### src/hdl/buvg_pkg.sv
// ----------------------------------------------------------------------------
// Battery undervoltage guard package
// Field widths, configuration register indexes and reset values that the
// guard block uses.
// ----------------------------------------------------------------------------
`timescale 1ns / 1ps
`default_nettype none

package buvg_pkg;

	// ADC sample and threshold width.
	localparam int SAMPLE_W = 12;
	// Recovery countdown width.
	localparam int COUNT_W = 8;
	// Configuration data is as wide as the widest register.
	localparam int CFG_DATA_W = 12;
	localparam int CFG_INDEX_W = 2;

	// Default number of samples in one window.
	localparam int DEFAULT_WINDOW = 8;

	// Configuration register indexes.
	typedef enum logic [CFG_INDEX_W-1:0] {
		REG_LOW_THRESHOLD    = 2'd0,
		REG_INSERT_THRESHOLD = 2'd1,
		REG_STABLE_SPAN      = 2'd2,
		REG_RECOVERY_COUNT   = 2'd3
	} cfg_reg_t;

	// Register values after reset.
	localparam logic [SAMPLE_W-1:0] LOW_THRESHOLD_RST    = 12'd2000;
	localparam logic [SAMPLE_W-1:0] INSERT_THRESHOLD_RST = 12'd2200;
	localparam logic [SAMPLE_W-1:0] STABLE_SPAN_RST      = 12'd32;
	localparam logic [COUNT_W-1:0]  RECOVERY_COUNT_RST   = 8'd20;

endpackage

`default_nettype wire

### src/hdl/battery_undervoltage_guard.sv
// ----------------------------------------------------------------------------
// Battery undervoltage guard
// Windowed battery voltage monitor with hysteresis between a trip threshold
// and a recovery threshold, and a countdown of stable good windows.
// ----------------------------------------------------------------------------
`timescale 1ns / 1ps
`default_nettype none

// Every request on the input channel carries one ADC sample and produces
// exactly one response. WINDOW requests fill a window (only the running sum,
// minimum and maximum are kept); the request after a full window ignores its
// sample and judges the window instead. The window average is the sum divided
// by WINDOW, done as a multiplication by a precomputed reciprocal. A window is
// stable when its maximum minus its minimum is below stable_span. An average
// below low_threshold reloads the recovery countdown and, when stable, trips a
// healthy battery into error. In error, each stable window whose average is
// above insert_threshold decrements a nonzero countdown; reaching zero restores
// normal. An average equal to low_threshold changes nothing. The block takes
// one request per clock cycle: the whole update is one pass of logic from the
// state registers and the incoming sample into the response register, and a
// new request is accepted whenever the response register is empty or its
// response is being taken in the same cycle. A response therefore appears
// in the cycle after its request is accepted. Configuration writes take effect
// at once and are meant to be made while no request is in flight.
module battery_undervoltage_guard #(
	parameter int WINDOW = buvg_pkg::DEFAULT_WINDOW
) (
	input  wire logic                                  clk,
	input  wire logic                                  arst_n,
	// Configuration write port.
	input  wire logic                                  cfg_we,
	input  wire logic [buvg_pkg::CFG_INDEX_W-1:0]      cfg_index,
	input  wire logic [buvg_pkg::CFG_DATA_W-1:0]       cfg_data,
	// Sample requests.
	input  wire logic                                  in_valid,
	output logic                                       in_ready,
	input  wire logic [buvg_pkg::SAMPLE_W-1:0]         sample,
	// Responses.
	output logic                                       out_valid,
	input  wire logic                                  out_ready,
	output logic                                       battery_ok,
	output logic                                       entered_error,
	output logic                                       entered_normal,
	output logic [buvg_pkg::SAMPLE_W-1:0]              window_average,
	output logic                                       evaluated
);

	// Window bookkeeping widths.
	localparam int LOG_W    = $clog2(WINDOW);
	localparam int FILL_W   = $clog2(WINDOW + 1);
	localparam int SUM_W    = buvg_pkg::SAMPLE_W + LOG_W;
	// Reciprocal for the division by WINDOW. With the shift chosen this way,
	// sum times the rounding error of the reciprocal stays below 2**DIV_SH,
	// so the truncated product is exactly floor(sum / WINDOW).
	localparam int DIV_SH   = SUM_W + LOG_W + 1;
	localparam int RECIP_W  = DIV_SH - LOG_W + 1;
	localparam int PROD_W   = SUM_W + RECIP_W;
	localparam logic [RECIP_W-1:0] RECIP =
		RECIP_W'(((64'd1 << DIV_SH) + 64'(WINDOW) - 64'd1) / 64'(WINDOW));
	localparam logic [FILL_W-1:0] FILL_FULL = FILL_W'(WINDOW);

	// Configuration registers.
	logic [buvg_pkg::SAMPLE_W-1:0] low_threshold_q;
	logic [buvg_pkg::SAMPLE_W-1:0] insert_threshold_q;
	logic [buvg_pkg::SAMPLE_W-1:0] stable_span_q;
	logic [buvg_pkg::COUNT_W-1:0]  recovery_count_q;

	// Window and guard state.
	logic [FILL_W-1:0]             fill_count_q;
	logic [SUM_W-1:0]              window_sum_q;
	logic [buvg_pkg::SAMPLE_W-1:0] window_min_q;
	logic [buvg_pkg::SAMPLE_W-1:0] window_max_q;
	logic                          in_error_q;
	logic [buvg_pkg::COUNT_W-1:0]  recovery_left_q;

	// Next-state and response values.
	logic                          accept;
	logic                          judge;
	logic [PROD_W-1:0]             avg_prod;
	logic [buvg_pkg::SAMPLE_W-1:0] avg;
	logic                          stable;
	logic                          in_error_d;
	logic [buvg_pkg::COUNT_W-1:0]  recovery_left_d;
	logic                          went_err;
	logic                          went_ok;
	logic [buvg_pkg::COUNT_W-1:0]  recovery_dec;

	assign in_ready = !out_valid || out_ready;
	assign accept   = in_valid && in_ready;
	assign judge    = (fill_count_q >= FILL_FULL);

	// Only meaningful on a judging request, when the window holds WINDOW
	// samples and so the maximum is never below the minimum.
	assign avg_prod     = PROD_W'(window_sum_q) * PROD_W'(RECIP);
	assign avg          = avg_prod[DIV_SH +: buvg_pkg::SAMPLE_W];
	assign stable       = (window_max_q - window_min_q) < stable_span_q;
	assign recovery_dec = recovery_left_q - buvg_pkg::COUNT_W'(1);

	always_comb begin
		in_error_d      = in_error_q;
		recovery_left_d = recovery_left_q;
		went_err        = 1'b0;
		went_ok         = 1'b0;
		if (judge) begin
			if (avg < low_threshold_q) begin
				// A low window always reloads the countdown; only a stable
				// one trips the battery.
				recovery_left_d = recovery_count_q;
				if (!in_error_q && stable) begin
					in_error_d = 1'b1;
					went_err   = 1'b1;
				end
			end else if (avg > low_threshold_q) begin
				if (in_error_q && (avg > insert_threshold_q) && stable
						&& (recovery_left_q != '0)) begin
					recovery_left_d = recovery_dec;
					if (recovery_dec == '0) begin
						in_error_d = 1'b0;
						went_ok    = 1'b1;
					end
				end
			end
		end
	end

	// Configuration registers.
	always_ff @(posedge clk or negedge arst_n) begin
		if (!arst_n) begin
			low_threshold_q    <= buvg_pkg::LOW_THRESHOLD_RST;
			insert_threshold_q <= buvg_pkg::INSERT_THRESHOLD_RST;
			stable_span_q      <= buvg_pkg::STABLE_SPAN_RST;
			recovery_count_q   <= buvg_pkg::RECOVERY_COUNT_RST;
		end else if (cfg_we) begin
			unique case (buvg_pkg::cfg_reg_t'(cfg_index))
				buvg_pkg::REG_LOW_THRESHOLD: begin
					low_threshold_q <= cfg_data;
				end
				buvg_pkg::REG_INSERT_THRESHOLD: begin
					insert_threshold_q <= cfg_data;
				end
				buvg_pkg::REG_STABLE_SPAN: begin
					stable_span_q <= cfg_data;
				end
				buvg_pkg::REG_RECOVERY_COUNT: begin
					recovery_count_q <= cfg_data[buvg_pkg::COUNT_W-1:0];
				end
				default: begin
				end
			endcase
		end
	end

	// Control state.
	always_ff @(posedge clk or negedge arst_n) begin
		if (!arst_n) begin
			fill_count_q    <= '0;
			in_error_q      <= 1'b0;
			recovery_left_q <= '0;
			out_valid       <= 1'b0;
		end else begin
			if (accept) begin
				in_error_q      <= in_error_d;
				recovery_left_q <= recovery_left_d;
				if (judge) begin
					fill_count_q <= '0;
				end else begin
					fill_count_q <= fill_count_q + FILL_W'(1);
				end
				out_valid <= 1'b1;
			end else if (out_ready) begin
				out_valid <= 1'b0;
			end
		end
	end

	// Window accumulators and response payload. The accumulators are
	// overwritten by the first sample of every window, so they need no reset.
	always_ff @(posedge clk) begin
		if (accept) begin
			if (!judge) begin
				if (fill_count_q == '0) begin
					window_sum_q <= SUM_W'(sample);
					window_min_q <= sample;
					window_max_q <= sample;
				end else begin
					window_sum_q <= window_sum_q + SUM_W'(sample);
					if (sample < window_min_q) begin
						window_min_q <= sample;
					end
					if (sample > window_max_q) begin
						window_max_q <= sample;
					end
				end
			end
			battery_ok     <= !in_error_d;
			entered_error  <= went_err;
			entered_normal <= went_ok;
			window_average <= judge ? avg : '0;
			evaluated      <= judge;
		end
	end

`ifndef SYNTHESIS
	// The window fill never runs past WINDOW samples.
	a_fill_bound: assert property (@(posedge clk) disable iff (!arst_n)
		fill_count_q <= FILL_FULL)
		else $error("window fill count beyond window size");

	// A state change is reported only by a judging response and matches
	// the reported battery state.
	a_err_edge: assert property (@(posedge clk) disable iff (!arst_n)
		(out_valid && entered_error) |-> (evaluated && !battery_ok && !entered_normal))
		else $error("entered_error without a judged window or with battery ok");

	a_ok_edge: assert property (@(posedge clk) disable iff (!arst_n)
		(out_valid && entered_normal) |-> (evaluated && battery_ok))
		else $error("entered_normal without a judged window or with battery in error");

	// A collecting response carries no average.
	a_collect_avg: assert property (@(posedge clk) disable iff (!arst_n)
		(out_valid && !evaluated) |-> (window_average == '0))
		else $error("nonzero average on a collecting response");

	// The request after a full window is always a judging one.
	a_judge_follows: assert property (@(posedge clk) disable iff (!arst_n)
		(accept && (fill_count_q == FILL_FULL)) |=> (out_valid && evaluated))
		else $error("full window not judged by the next request");
`endif

endmodule

`default_nettype wire

### config.mk
export PLATFORM = sky130hd
export DESIGN_NAME = battery_undervoltage_guard
export DESIGN_NICKNAME = d
export VERILOG_FILES = /design/src/hdl/buvg_pkg.sv /design/src/hdl/battery_undervoltage_guard.sv
export SDC_FILE = /design/constraint.sdc
export NUM_CORES = 1
export LEC_CHECK = 0
export ABC_AREA = 1
export BUFFER_PORTS_ARGS = -buffer_cell sky130_fd_sc_hd__buf_2
export CAP_MARGIN = 25
export CORE_AREA = 2 2 113 115
export DETAILED_ROUTE_END_ITERATION = 12
export DIE_AREA = 0 0 115 117
export PLACE_DENSITY = 0.78
export SETUP_SLACK_MARGIN = 0.02
export SKIP_LAST_GASP = 1
export SLEW_MARGIN = 40
export SYNTH_ARGS = -nofsm -noshare
export SYNTH_HDL_FRONTEND = slang
export SYNTH_SLANG_ARGS = --single-unit
export TNS_END_PERCENT = 1
### constraint.sdc
create_clock -name clk -period 4.6 [get_ports clk]
set_input_delay 0.69 -clock clk [delete_from_list [all_inputs] [get_ports clk]]
set_output_delay 0.69 -clock clk [all_outputs]
set_load 0.05 [all_outputs]
# ---- Word-level counts from Yosys, hierarchy flattened
# Index checks and enable logic that the tools add are counted.
dict set report op_classes {
  n_mul 0
  bitwise 3
  n_mux 19
  n_lt_le_gt_ge 7
  n_addsub 4
  shift 0
  div_mod_pow 0
  n_reduce_logical 28
  n_eq_ne 3
}
# op n
set ops {}
lappend ops {{$mux 12} 5}
lappend ops {{$gt 12x12->1} 3}
lappend ops {{$lt 12x12->1} 3}
lappend ops {{$mux 8} 3}
lappend ops {{$add 15x12->15} 1}
lappend ops {{$reduce_and 2->1} 6}
lappend ops {{$sub 12x12->12} 1}
lappend ops {{$mux 1} 10}
lappend ops {{$reduce_bool 2->1} 5}
lappend ops {{$logic_not 8->1} 1}
lappend ops {{$reduce_bool 8->1} 1}
lappend ops {{$sub 8x1->8 const B} 1}
lappend ops {{$reduce_and 3->1} 2}
lappend ops {{$logic_and 1x1->1} 5}
lappend ops {{$add 4x1->4 const B} 1}
lappend ops {{$eq 2x2->1 const B} 2}
lappend ops {{$ge 4x4->1 const B} 1}
lappend ops {{$logic_not 4->1} 1}
lappend ops {{$mux 4} 1}
lappend ops {{$reduce_and 4->1} 1}
lappend ops {{$reduce_or 4->1} 1}
lappend ops {{$logic_not 1->1} 3}
lappend ops {{$not 1->1} 3}
lappend ops {{$eq 2x1->1 const B} 1}
lappend ops {{other kinds (2)} 2}
dict set report totals {
  romBits 0
  latchBits 0
  out_inout_bits 18
  reg_bits 113
  word_cells 81
  mem_bits_rw 0
  n_memories 0
  inputBits 31
}

# ---- Depth between registers and ports, before layout
# Gate-level depths: netlist (run 1).
dict set report logic_depth {
  depth_word 9
  mapped_depth 26
  ltp_nobuf 26
}

# ---- Least setup slack after synthesis (run 1)
# OpenSTA, ideal clock, no wires.
dict set report synth_path {
  path_type {in2reg}
  from {input out_ready}
  to {register window_max_q[0] (netlist bit), enable pin}
  setup_slack_ns 1.270
  arrival_time_ns 2.945
  required_ns 4.215
  setup_time_ns 0.385
  path_buffers 0
  stages 6
  cell_sequence {inv_1 nand2_1 nand2_1 nor2_1 inv_1 a21oi_1}
}
dict set report synth_between {
  elab_chain_cells 3
}
# element line_no
set synth_rtl {}
lappend synth_rtl {{start: declaration} battery_undervoltage_guard.sv:40} ;# input wire logic out_ready,
lappend synth_rtl {{$logic_or 1x1->1} battery_undervoltage_guard.sv:88} ;# assign in_ready = !out_valid || out_ready;
lappend synth_rtl {{via in_ready} battery_undervoltage_guard.sv:36} ;# output logic in_ready,
lappend synth_rtl {{$logic_and 1x1->1} battery_undervoltage_guard.sv:89} ;# assign accept = in_valid && in_ready;
lappend synth_rtl {{$reduce_and 3->1 (no line)} n/a}
lappend synth_rtl {{end signal: assignment} battery_undervoltage_guard.sv:184} ;# window_max_q <= sample;
lappend synth_rtl {{end signal: assignment} battery_undervoltage_guard.sv:191} ;# window_max_q <= sample;
lappend synth_rtl {{end: declaration} battery_undervoltage_guard.sv:72} ;# logic [buvg_pkg::SAMPLE_W-1:0] window_max_q;
# The timed path passes the listed nets, and every way through them passes these cells.
# A chain may end at the register's enable or synchronous reset.

# ---- Worst setup path after layout (run 1)
dict set report layout_path {
  from {register window_max_q[0] (netlist bit)}
  to {register battery_ok (data pin)}
}
dict set report layout_between {
  elab_chain_cells 9
  elab_cells_between_ends 11
  cone_classes {add/sub: 1; order compare: 1; mux: 5; reduce/logical: 4}
}
# element line_no
set layout_rtl {}
lappend layout_rtl {{$sub 12x12->12 *} battery_undervoltage_guard.sv:96} ;# assign stable = (window_max_q - window_min_q) < stable_span_q;
lappend layout_rtl {{$lt 12x12->1 *} battery_undervoltage_guard.sv:96}
lappend layout_rtl {{$logic_and 1x1->1} battery_undervoltage_guard.sv:114} ;# if (in_error_q && (avg > insert_threshold_q) && stable
lappend layout_rtl {{$logic_and 1x1->1} battery_undervoltage_guard.sv:115} ;# && (recovery_left_q != '0)) begin
lappend layout_rtl {{$mux 1} battery_undervoltage_guard.sv:114}
lappend layout_rtl {{$mux 1} battery_undervoltage_guard.sv:113} ;# end else if (avg > low_threshold_q) begin
lappend layout_rtl {{$mux 1 *} battery_undervoltage_guard.sv:105} ;# if (avg < low_threshold_q) begin
lappend layout_rtl {{$mux 1 *} battery_undervoltage_guard.sv:104} ;# if (judge) begin
lappend layout_rtl {{$logic_not 1->1 *} battery_undervoltage_guard.sv:195} ;# battery_ok <= !in_error_d;
lappend layout_rtl {{end signal: assignment} battery_undervoltage_guard.sv:195}
lappend layout_rtl {{end: declaration} battery_undervoltage_guard.sv:41} ;# output logic battery_ok,
# Mark *: on every way between the ends. The rest lies on a longest branch, timed or not.

==> out/summary.txt, run 1 <==
Status -> finished, final reports clean
Crit path largest cell delay -> 420 ps
Setup-failing EPs final -> 0
Initial Util -> 58.7%
Clock latency on the worst-skew pair -> 420 ps
Hold-fix buffers, CTS -> 0
DRC -> 0
Top cell type's share of synthesized area -> 22.9%
Post-synth EDFFs -> 55
Deepest clock path buffer count -> 2
Yosys cell types -> 40
I/O Buffers -> 48
Antenna violations before repair -> 0
Fraction of layout cells with a size suffix above 1 -> 11.8%
Worst path slowest cell -> fa_1
Setup TNS -> 0 ps
Die X -> 115 µm
Pre-Repair DR Iteration Count -> 5
Sequential-to-total area share from yosys stat -> 43.2%
Final nets -> 1053
Post-Route Utilization -> 66.6%
VDD IR max -> 0.343 mV
Clock Sinks -> 113
Main synth FF type -> edfxtp_1
Mapped Cells -> 877
Max-slew headroom -> 44.0%
Post-synthesis cell area -> 0.00723 mm²
RSZ-0062 raised after global routing -> no
Synth top area cells -> edfxtp_1, dfrtp_1, ha_1
Leak -> 4.23 nW
Tmin final -> 3040 ps
Tcrit/Tclk final -> 66.0%
WL per Instance -> 14.7 µm
Row count -> 41
Vias in the first global route -> 5501
Critical Path Source Type -> flip-flop
Hold/Removal Path Class -> in -> async
CP Data Arrival Time -> 3220 ps
Clk root buf -> clkbuf_16
Die height -> 117 µm
FILL cells -> 1010
Final Hold Fails -> 0
DP Wirelength -> 12000 µm
Routed wire length -> 16100 µm
Routed Antenna Nets -> 0
Post-Syn Nets -> 996
DR iter-0 viols -> 390
Core area -> 0.0123 mm²
Mean Syn Cell Area -> 8.24 µm²
Post-CTS sizing -> 0
CTS tree -> built
Largest net degree at the start of global routing -> 59
Largest area contributor in the netlist -> edfxtp_1
Total of max-cap violations -> 0
CP endpoint kind -> flip-flop
Routability Congestion -> 0.891
Clk slew on worst S/H paths -> 50 ps
Worst-path cell chain -> inv_1 -> ha_1 -> inv_1 -> fa_1 -> nand3_1 -> nand2_1 -> nand2_1 -> nand2_1 -> nand2_1 -> nand2_1 -> nand3_1 -> nand3_1 -> nand2_1 -> inv_1 -> ha_1 -> nand2_1 -> nor2_1 -> nand2_1 -> a21oi_1 -> nor2_2 -> nand4_1 -> nand2_1 -> nand2_1 -> inv_1
Grt total ovfl -> 0
WS Path Type -> reg -> reg
Fmax -> 329 MHz
Power density over cell area -> 597 mW/mm²
Diodes inserted -> 0
Skew final -> 10.5 ps
Post-CTS Setup Bufs -> 0
Slew @ Worst Pin -> 840 ps
Die footprint -> 0.0135 mm²
Area grow syn2layout -> 13.5%
#FFs+latches synth -> 113
CTS HTree Levels -> 4
Worst Path Buf+Inv -> 4
Crit path top cell by count -> nand2_1
Total number of vias -> 5838
FFs w/ async S/R, synth -> 51.3%
CP required -> 4780 ps
Global-route wire length before repair -> 26600 µm
Tot GR Track Use -> 25.9%
Io pins -> 49
Largest fanout on the critical path -> 3
Top Family by Delay on Critical Path -> simple AND/OR/NAND/NOR gates
Num CTS Buffers -> 17
YS warnings -> 0
Vias/cell -> 5.32
Slew Viols, Final -> 0
==> worst register-to-register path: stages (launching register included) <==
cell	delay [ps]
edfxtp_1	380
inv_1	70
ha_1	130
inv_1	50
fa_1	420
nand3_1	90
nand2_1	80
nand2_1	70
nand2_1	50
nand2_1	60
nand2_1	80
nand3_1	100
nand3_1	70
nand2_1	70
inv_1	40
ha_1	250
nand2_1	40
nor2_1	120
nand2_1	70
a21oi_1	200
nor2_2	80
nand4_1	120
nand2_1	70
nand2_1	50
inv_1	30
==> kinds of logic after synthesis <==
group,after synthesis,synth area share [%]
simple gates,367,21.1
fa+ha+maj,88,15.4
xor+xnor,16,1.94
flops,113,43.2
buf+inv,158,8.28
compound gates,135,10.1
==> through the flow <==
step,hold slack [ps],area (µm²),worst slack (ps),power (mW),std cells
2_1_floorplan,394,7230,1270,3.13,877
4_1_cts,434,8200,1590,4.90,1097
6_report,415,8200,1560,4.90,1097
3_5_place_dp,472,7630,1600,3.63,1065
3_3_place_gp,458,7630,1680,3.56,1065
5_1_grt,472,8200,1230,5.30,1097
==> path summary, 6_finish.rpt <==
| path | cells after the start | slack (ps) | start | endpoint |
|---|---|---|---|---|
| worst max-delay path | 24 | 1560 | window_max_q[0]$_DFFE_PP_ | battery_ok$_DFFE_PP_ |
| worst min-delay path | 2 | 410 | arst_n | low_threshold_q[11]$_DFFE_PN0P_ |
| worst max register to register | 24 | 1560 | window_max_q[0]$_DFFE_PP_ | battery_ok$_DFFE_PP_ |
| worst min register to register | 2 | 490 | stable_span_q[0]$_DFFE_PN0P_ | stable_span_q[0]$_DFFE_PN0P_ |
| max in group asynchronous | 2 | 3710 | arst_n | stable_span_q[7]$_DFFE_PN0P_ |
| min in group clk | 2 | 490 | stable_span_q[0]$_DFFE_PN0P_ | stable_span_q[0]$_DFFE_PN0P_ |
==> Yosys cell counts, types with 11 or more instances <==
library cell / number
nand2_1: 247
inv_1: 142
ha_1: 86
o21ai_0: 59
edfxtp_1: 55
a21oi_1: 49
nor2_1: 48
nand3_1: 46
dfrtp_1: 45
dfstp_2: 13
clkbuf_1: 11
xor2_1: 11
==> metal layers <==
layer / track usage, % / vias to the layer above / wire (µm)
li1: - / 2970 / -
met1: 34.8 / 2692 / 7250
met2: 42.3 / 149 / 7730
met3: 5.15 / 27 / 828
met4: 8.92 / 0 / 271
met5: 0 / - / 0
==> flip-flops by register name, indices dropped and copies added (netlist names), 12 cells and up, named ones only <==
register / flops
window_average: 12
window_min_q: 12
window_max_q: 12
low_threshold_q: 12
window_sum_q: 15
stable_span_q: 12
insert_threshold_q: 12
==> placed cells by master (no fill, tap or decap), types with 45 or more instances in the layout <==
cell type and n:
buf_2 48, nand2_1 247, dfrtp_1 45, nand3_1 46
a21oi_1 49, edfxtp_1 55, o21ai_0 59, nor2_1 47
inv_1 142, ha_1 86
==> power by group <==
part / switching (mW) / internal [mW] / leakage (nW)
Combinational: 1.31 / 0.746 / 2.71
Sequential: 0.212 / 1.38 / 1.22
Clock: 0.467 / 0.779 / 0.291
Total: 1.99 / 2.90 / 4.23
==> layout make-up <==
type / count / area (µm²) / area share [%]
Clock inverter: 11 / 71.3 / 0.869
Tap cell: 150 / 188 / 2.29
Multi-Input combinational cell: 606 / 3510 / 42.8
Sequential cell: 113 / 3120 / 38.0
Clock buffer: 21 / 503 / 6.13
Timing Repair Buffer: 52 / 270 / 3.29
Inverter: 144 / 541 / 6.59
Note: power is estimated with default switching activity, not from simulation.
==> run 2: changes to the inputs <==
--- a/config.mk
+++ b/config.mk
@@ -5,12 +5,12 @@
 export SDC_FILE = /design/constraint.sdc
 export NUM_CORES = 1
 export LEC_CHECK = 0
-export ABC_AREA = 1
+export ABC_AREA = 0
 export BUFFER_PORTS_ARGS = -buffer_cell sky130_fd_sc_hd__buf_2
 export CAP_MARGIN = 25
-export CORE_AREA = 2 2 113 115
+export CORE_AREA = 2 2 111 113
 export DETAILED_ROUTE_END_ITERATION = 12
-export DIE_AREA = 0 0 115 117
+export DIE_AREA = 0 0 113 115
 export PLACE_DENSITY = 0.78
 export SETUP_SLACK_MARGIN = 0.02
 export SKIP_LAST_GASP = 1
==> constraint.sdc (replaced) <==
create_clock -name clk -period 2.9 [get_ports clk]
set_input_delay 0.435 -clock clk [delete_from_list [all_inputs] [get_ports clk]]
set_output_delay 0.435 -clock clk [all_outputs]
set_load 0.05 [all_outputs]
==> run 2 against run 1 <==
- the flow now finishes with violations (design-rule violations, negative setup slack)
- sequential power rose by 57%
- setup slack got worse by 2700 ps
- cell area rose by 0.64%
- global-route usage rose by 0.61 points
- critical path type unchanged
- largest cell class unchanged
- highest routed layer unchanged
==> out/summary.txt, run 2 <==
Post-synth EDFFs -> 55
Antenna violations before repair -> 0
Largest fanout on the critical path -> 5
Core area -> 0.0118 mm²
I/O Buffers -> 48
CP endpoint kind -> flip-flop
Routed wire length -> 16200 µm
Grt total ovfl -> 0
Sequential-to-total area share from yosys stat -> 45.2%
Most common cell in the netlist -> ha_1
Final nets -> 858
Die footprint -> 0.0130 mm²
Top cell type's share of synthesized area -> 23.9%
Post-CTS Setup Bufs -> 0
Routed Antenna Nets -> 0
WS Path Type -> reg -> reg
Fraction of layout cells with a size suffix above 1 -> 25.4%
Largest net degree at the start of global routing -> 59
Yosys cell types -> 61
DP Area -> 0.00759 mm²
Slew Viols, Final -> 0
Clock share of power -> 29.9%
Mean Syn Cell Area -> 10.7 µm²
Status -> finished with violations
Max-slew headroom -> 51.4%
Net Sw Power -> 2.43 mW
Max reg flops -> 15
Int Pwr -> 4.68 mW
Synth top area cells -> edfxtp_1, dfrtp_1, ha_1
DP Wirelength -> 11800 µm
Row count -> 40
Violated checks -> design-rule violations, negative setup slack
Tmin final -> 4000 ps
Clock Sinks -> 113
Vias/cell -> 5.81
Total number of vias -> 5226
CTS HTree Levels -> 4
Deepest clock path buffer count -> 2
Routability Congestion -> 0.844
Total of max-cap violations -> 0
Most frequent cells in the layout -> ha_1, inv_1, edfxtp_1, buf_2, dfrtp_1
Num CTS Buffers -> 17
R2R cell count -> 18
CP required -> 3190 ps
Critical Path Source Type -> flip-flop
Post-synth top cells -> ha_1, inv_1, edfxtp_1
Fmax -> 250 MHz
Worst path slowest cell -> edfxtp_1
DR iter-0 viols -> 317
Io pins -> 49
Design Power -> 7.11 mW
Sw frac -> 34.1%
R2R Path Start -> window_max_q[0]$_DFFE_PP_
Hold/Removal Path Class -> in -> async
Vias in the first global route -> 5363
Crit path largest cell delay -> 400 ps
Leak -> 3.76 nW
Commonest non-fill, non-tap cell in the layout -> ha_1
Power density over cell area -> 861 mW/mm²
CTS tree -> built
Post-Syn Nets -> 761
Tot GR Track Use -> 26.5%
Global-route wire length before repair -> 26600 µm
Tcrit/Tclk final -> 138%
Reg2Reg Setup Slack -> -1100 ps
Gate power share -> 35.0%
Die height -> 115 µm
Clock latency on the worst-skew pair -> 420 ps
Final worst slack -> -1100 ps
Reg with most FFs -> window_sum_q
Die X -> 113 µm
Clk slew on worst S/H paths -> 50 ps
Largest area contributor in the netlist -> edfxtp_1
Setup TNS -> -12390 ps
Pre-Repair DR Iteration Count -> 9
Skew final -> 8.39 ps
#FFs+latches synth -> 113
Main synth FF type -> edfxtp_1
Slew @ Worst Pin -> 726 ps
Diodes inserted -> 0
Setup-failing EPs final -> 12
RSZ-0062 raised after global routing -> yes
Clk root buf -> clkbuf_16
VDD IR max -> 0.468 mV
Post-synthesis cell area -> 0.00690 mm²
Seq pwr share -> 35.0%
FFs w/ async S/R, synth -> 51.3%
Hold-fix buffers, CTS -> 0
WL per Instance -> 18.0 µm
CP Data Arrival Time -> 4290 ps
Area grow syn2layout -> 19.7%
Reg2reg end -> recovery_left_q[7]$_DFFE_PN0P_
Worst-path cell chain -> inv_1 -> ha_1 -> inv_1 -> fa_2 -> a21o_1 -> a21oi_2 -> o21bai_1 -> a2111o_1 -> a31o_2 -> a21oi_2 -> xnor2_1 -> ha_1 -> a211oi_2 -> nand3_2 -> o221ai_4 -> and3_4 -> nor2_1 -> a221o_1
Mapped Cells -> 642
Initial Util -> 58.4%
DRC -> 2
YS warnings -> 0
Layout Cell Area excl Fill -> 0.00826 mm²
Final Hold Fails -> 0
Fin Hold WS -> 69.8 ps
-- run 2: cell count changes after synthesis, sizes merged, moves of 11 or more --
cell    delta
nand2    -210
inv       -73
mux2      +35
nand3     -32
o21ai     -28
a21oi     -23
nor2      -20
and2      +13
a211oi    +11
-- run 2: kinds of logic (layout without fill, tap and decap cells) --
group | Yosys count | count (layout) | synth area share [%]
adders and majority gates | 88 | 88 | 16.2
xor gates and xnor gates | 21 | 21 | 2.67
AOI/OAI and AO/OA | 130 | 130 | 12.4
buffers and inverters | 85 | 195 | 4.91
muxes | 36 | 36 | 5.86
and+or+nand+nor | 169 | 169 | 12.8
DFF | 113 | 113 | 45.2
-- run 2: final cells by class --
type / instances / area (µm²)
clock buffers: 28 / 537
clock inverters: 4 / 71.3
fillers: 844 / 3550
inverters: 71 / 267
multi-input cells: 444 / 3490
flip-flops and latches: 113 / 3120
well taps: 147 / 184
repair buffers: 92 / 591
-- run 2: through the flow --
stage	utilization, %	setup slack, ps	cells
finish	69.9	-1100	899
global route	69.9	-1380	899
CTS	69.5	-1180	898
detailed placement	64.3	-1240	866
global placement	64.3	-1070	866
floorplan	-	-936	642
-- run 2: worst max-delay path, delay by kind of cell (launching register included) --
family          cells  cell delay (ps)
compound gates      9             2000
fa+ha+maj           3              770
simple gates        3              450
flops               1              400
buf+inv             2              130
xor+xnor            1              130
-- run 2: how the worst max path moves through the flow --
stage,start,to,slack [ps],cells after the start
6_report,window_max_q[0]$_DFFE_PP_,recovery_left_q[7]$_DFFE_PN0P_,-1100,18
5_1_grt,window_max_q[0]$_DFFE_PP_,recovery_left_q[0]$_DFFE_PN0P_,-1380,19
4_1_cts,window_max_q[0]$_DFFE_PP_,recovery_left_q[7]$_DFFE_PN0P_,-1180,18
3_5_place_dp,window_max_q[0]$_DFFE_PP_,recovery_left_q[7]$_DFFE_PN0P_,-1240,18
3_3_place_gp,window_max_q[0]$_DFFE_PP_,recovery_left_q[7]$_DFFE_PN0P_,-1070,18
2_1_floorplan,window_max_q[0]$_DFFE_PP_,recovery_left_q[7]$_DFFE_PN0P_,-940,19
-- run 2: power by group through the flow --
stage	Clock (mW)	Sequential (mW)	Combinational, mW
after floorplan	0	2.42	1.72
after CTS	2.13	2.48	2.45
after global placement	0	2.48	2.28
final	2.13	2.49	2.49
after detailed placement	0	2.50	2.39
after global routing	2.21	2.53	2.81
-- run 2: timing repair --
action	in CTS	in global routing
setup endpoints to repair	12	24
pin swaps	5	0
gates resized for setup	3	2
-- run 2: per-layer routing --
metal | up-vias | share of wire [%] | GRT usage [%] | wire (µm)
li1 | 2519 | - | - | -
met1 | 2512 | 44 | 33.8 | 7170
met2 | 154 | 48 | 43.2 | 7770
met3 | 41 | 5.4 | 6.80 | 876
met4 | 0 | 2.5 | 11.2 | 398
met5 | - | 0 | 0 | 0
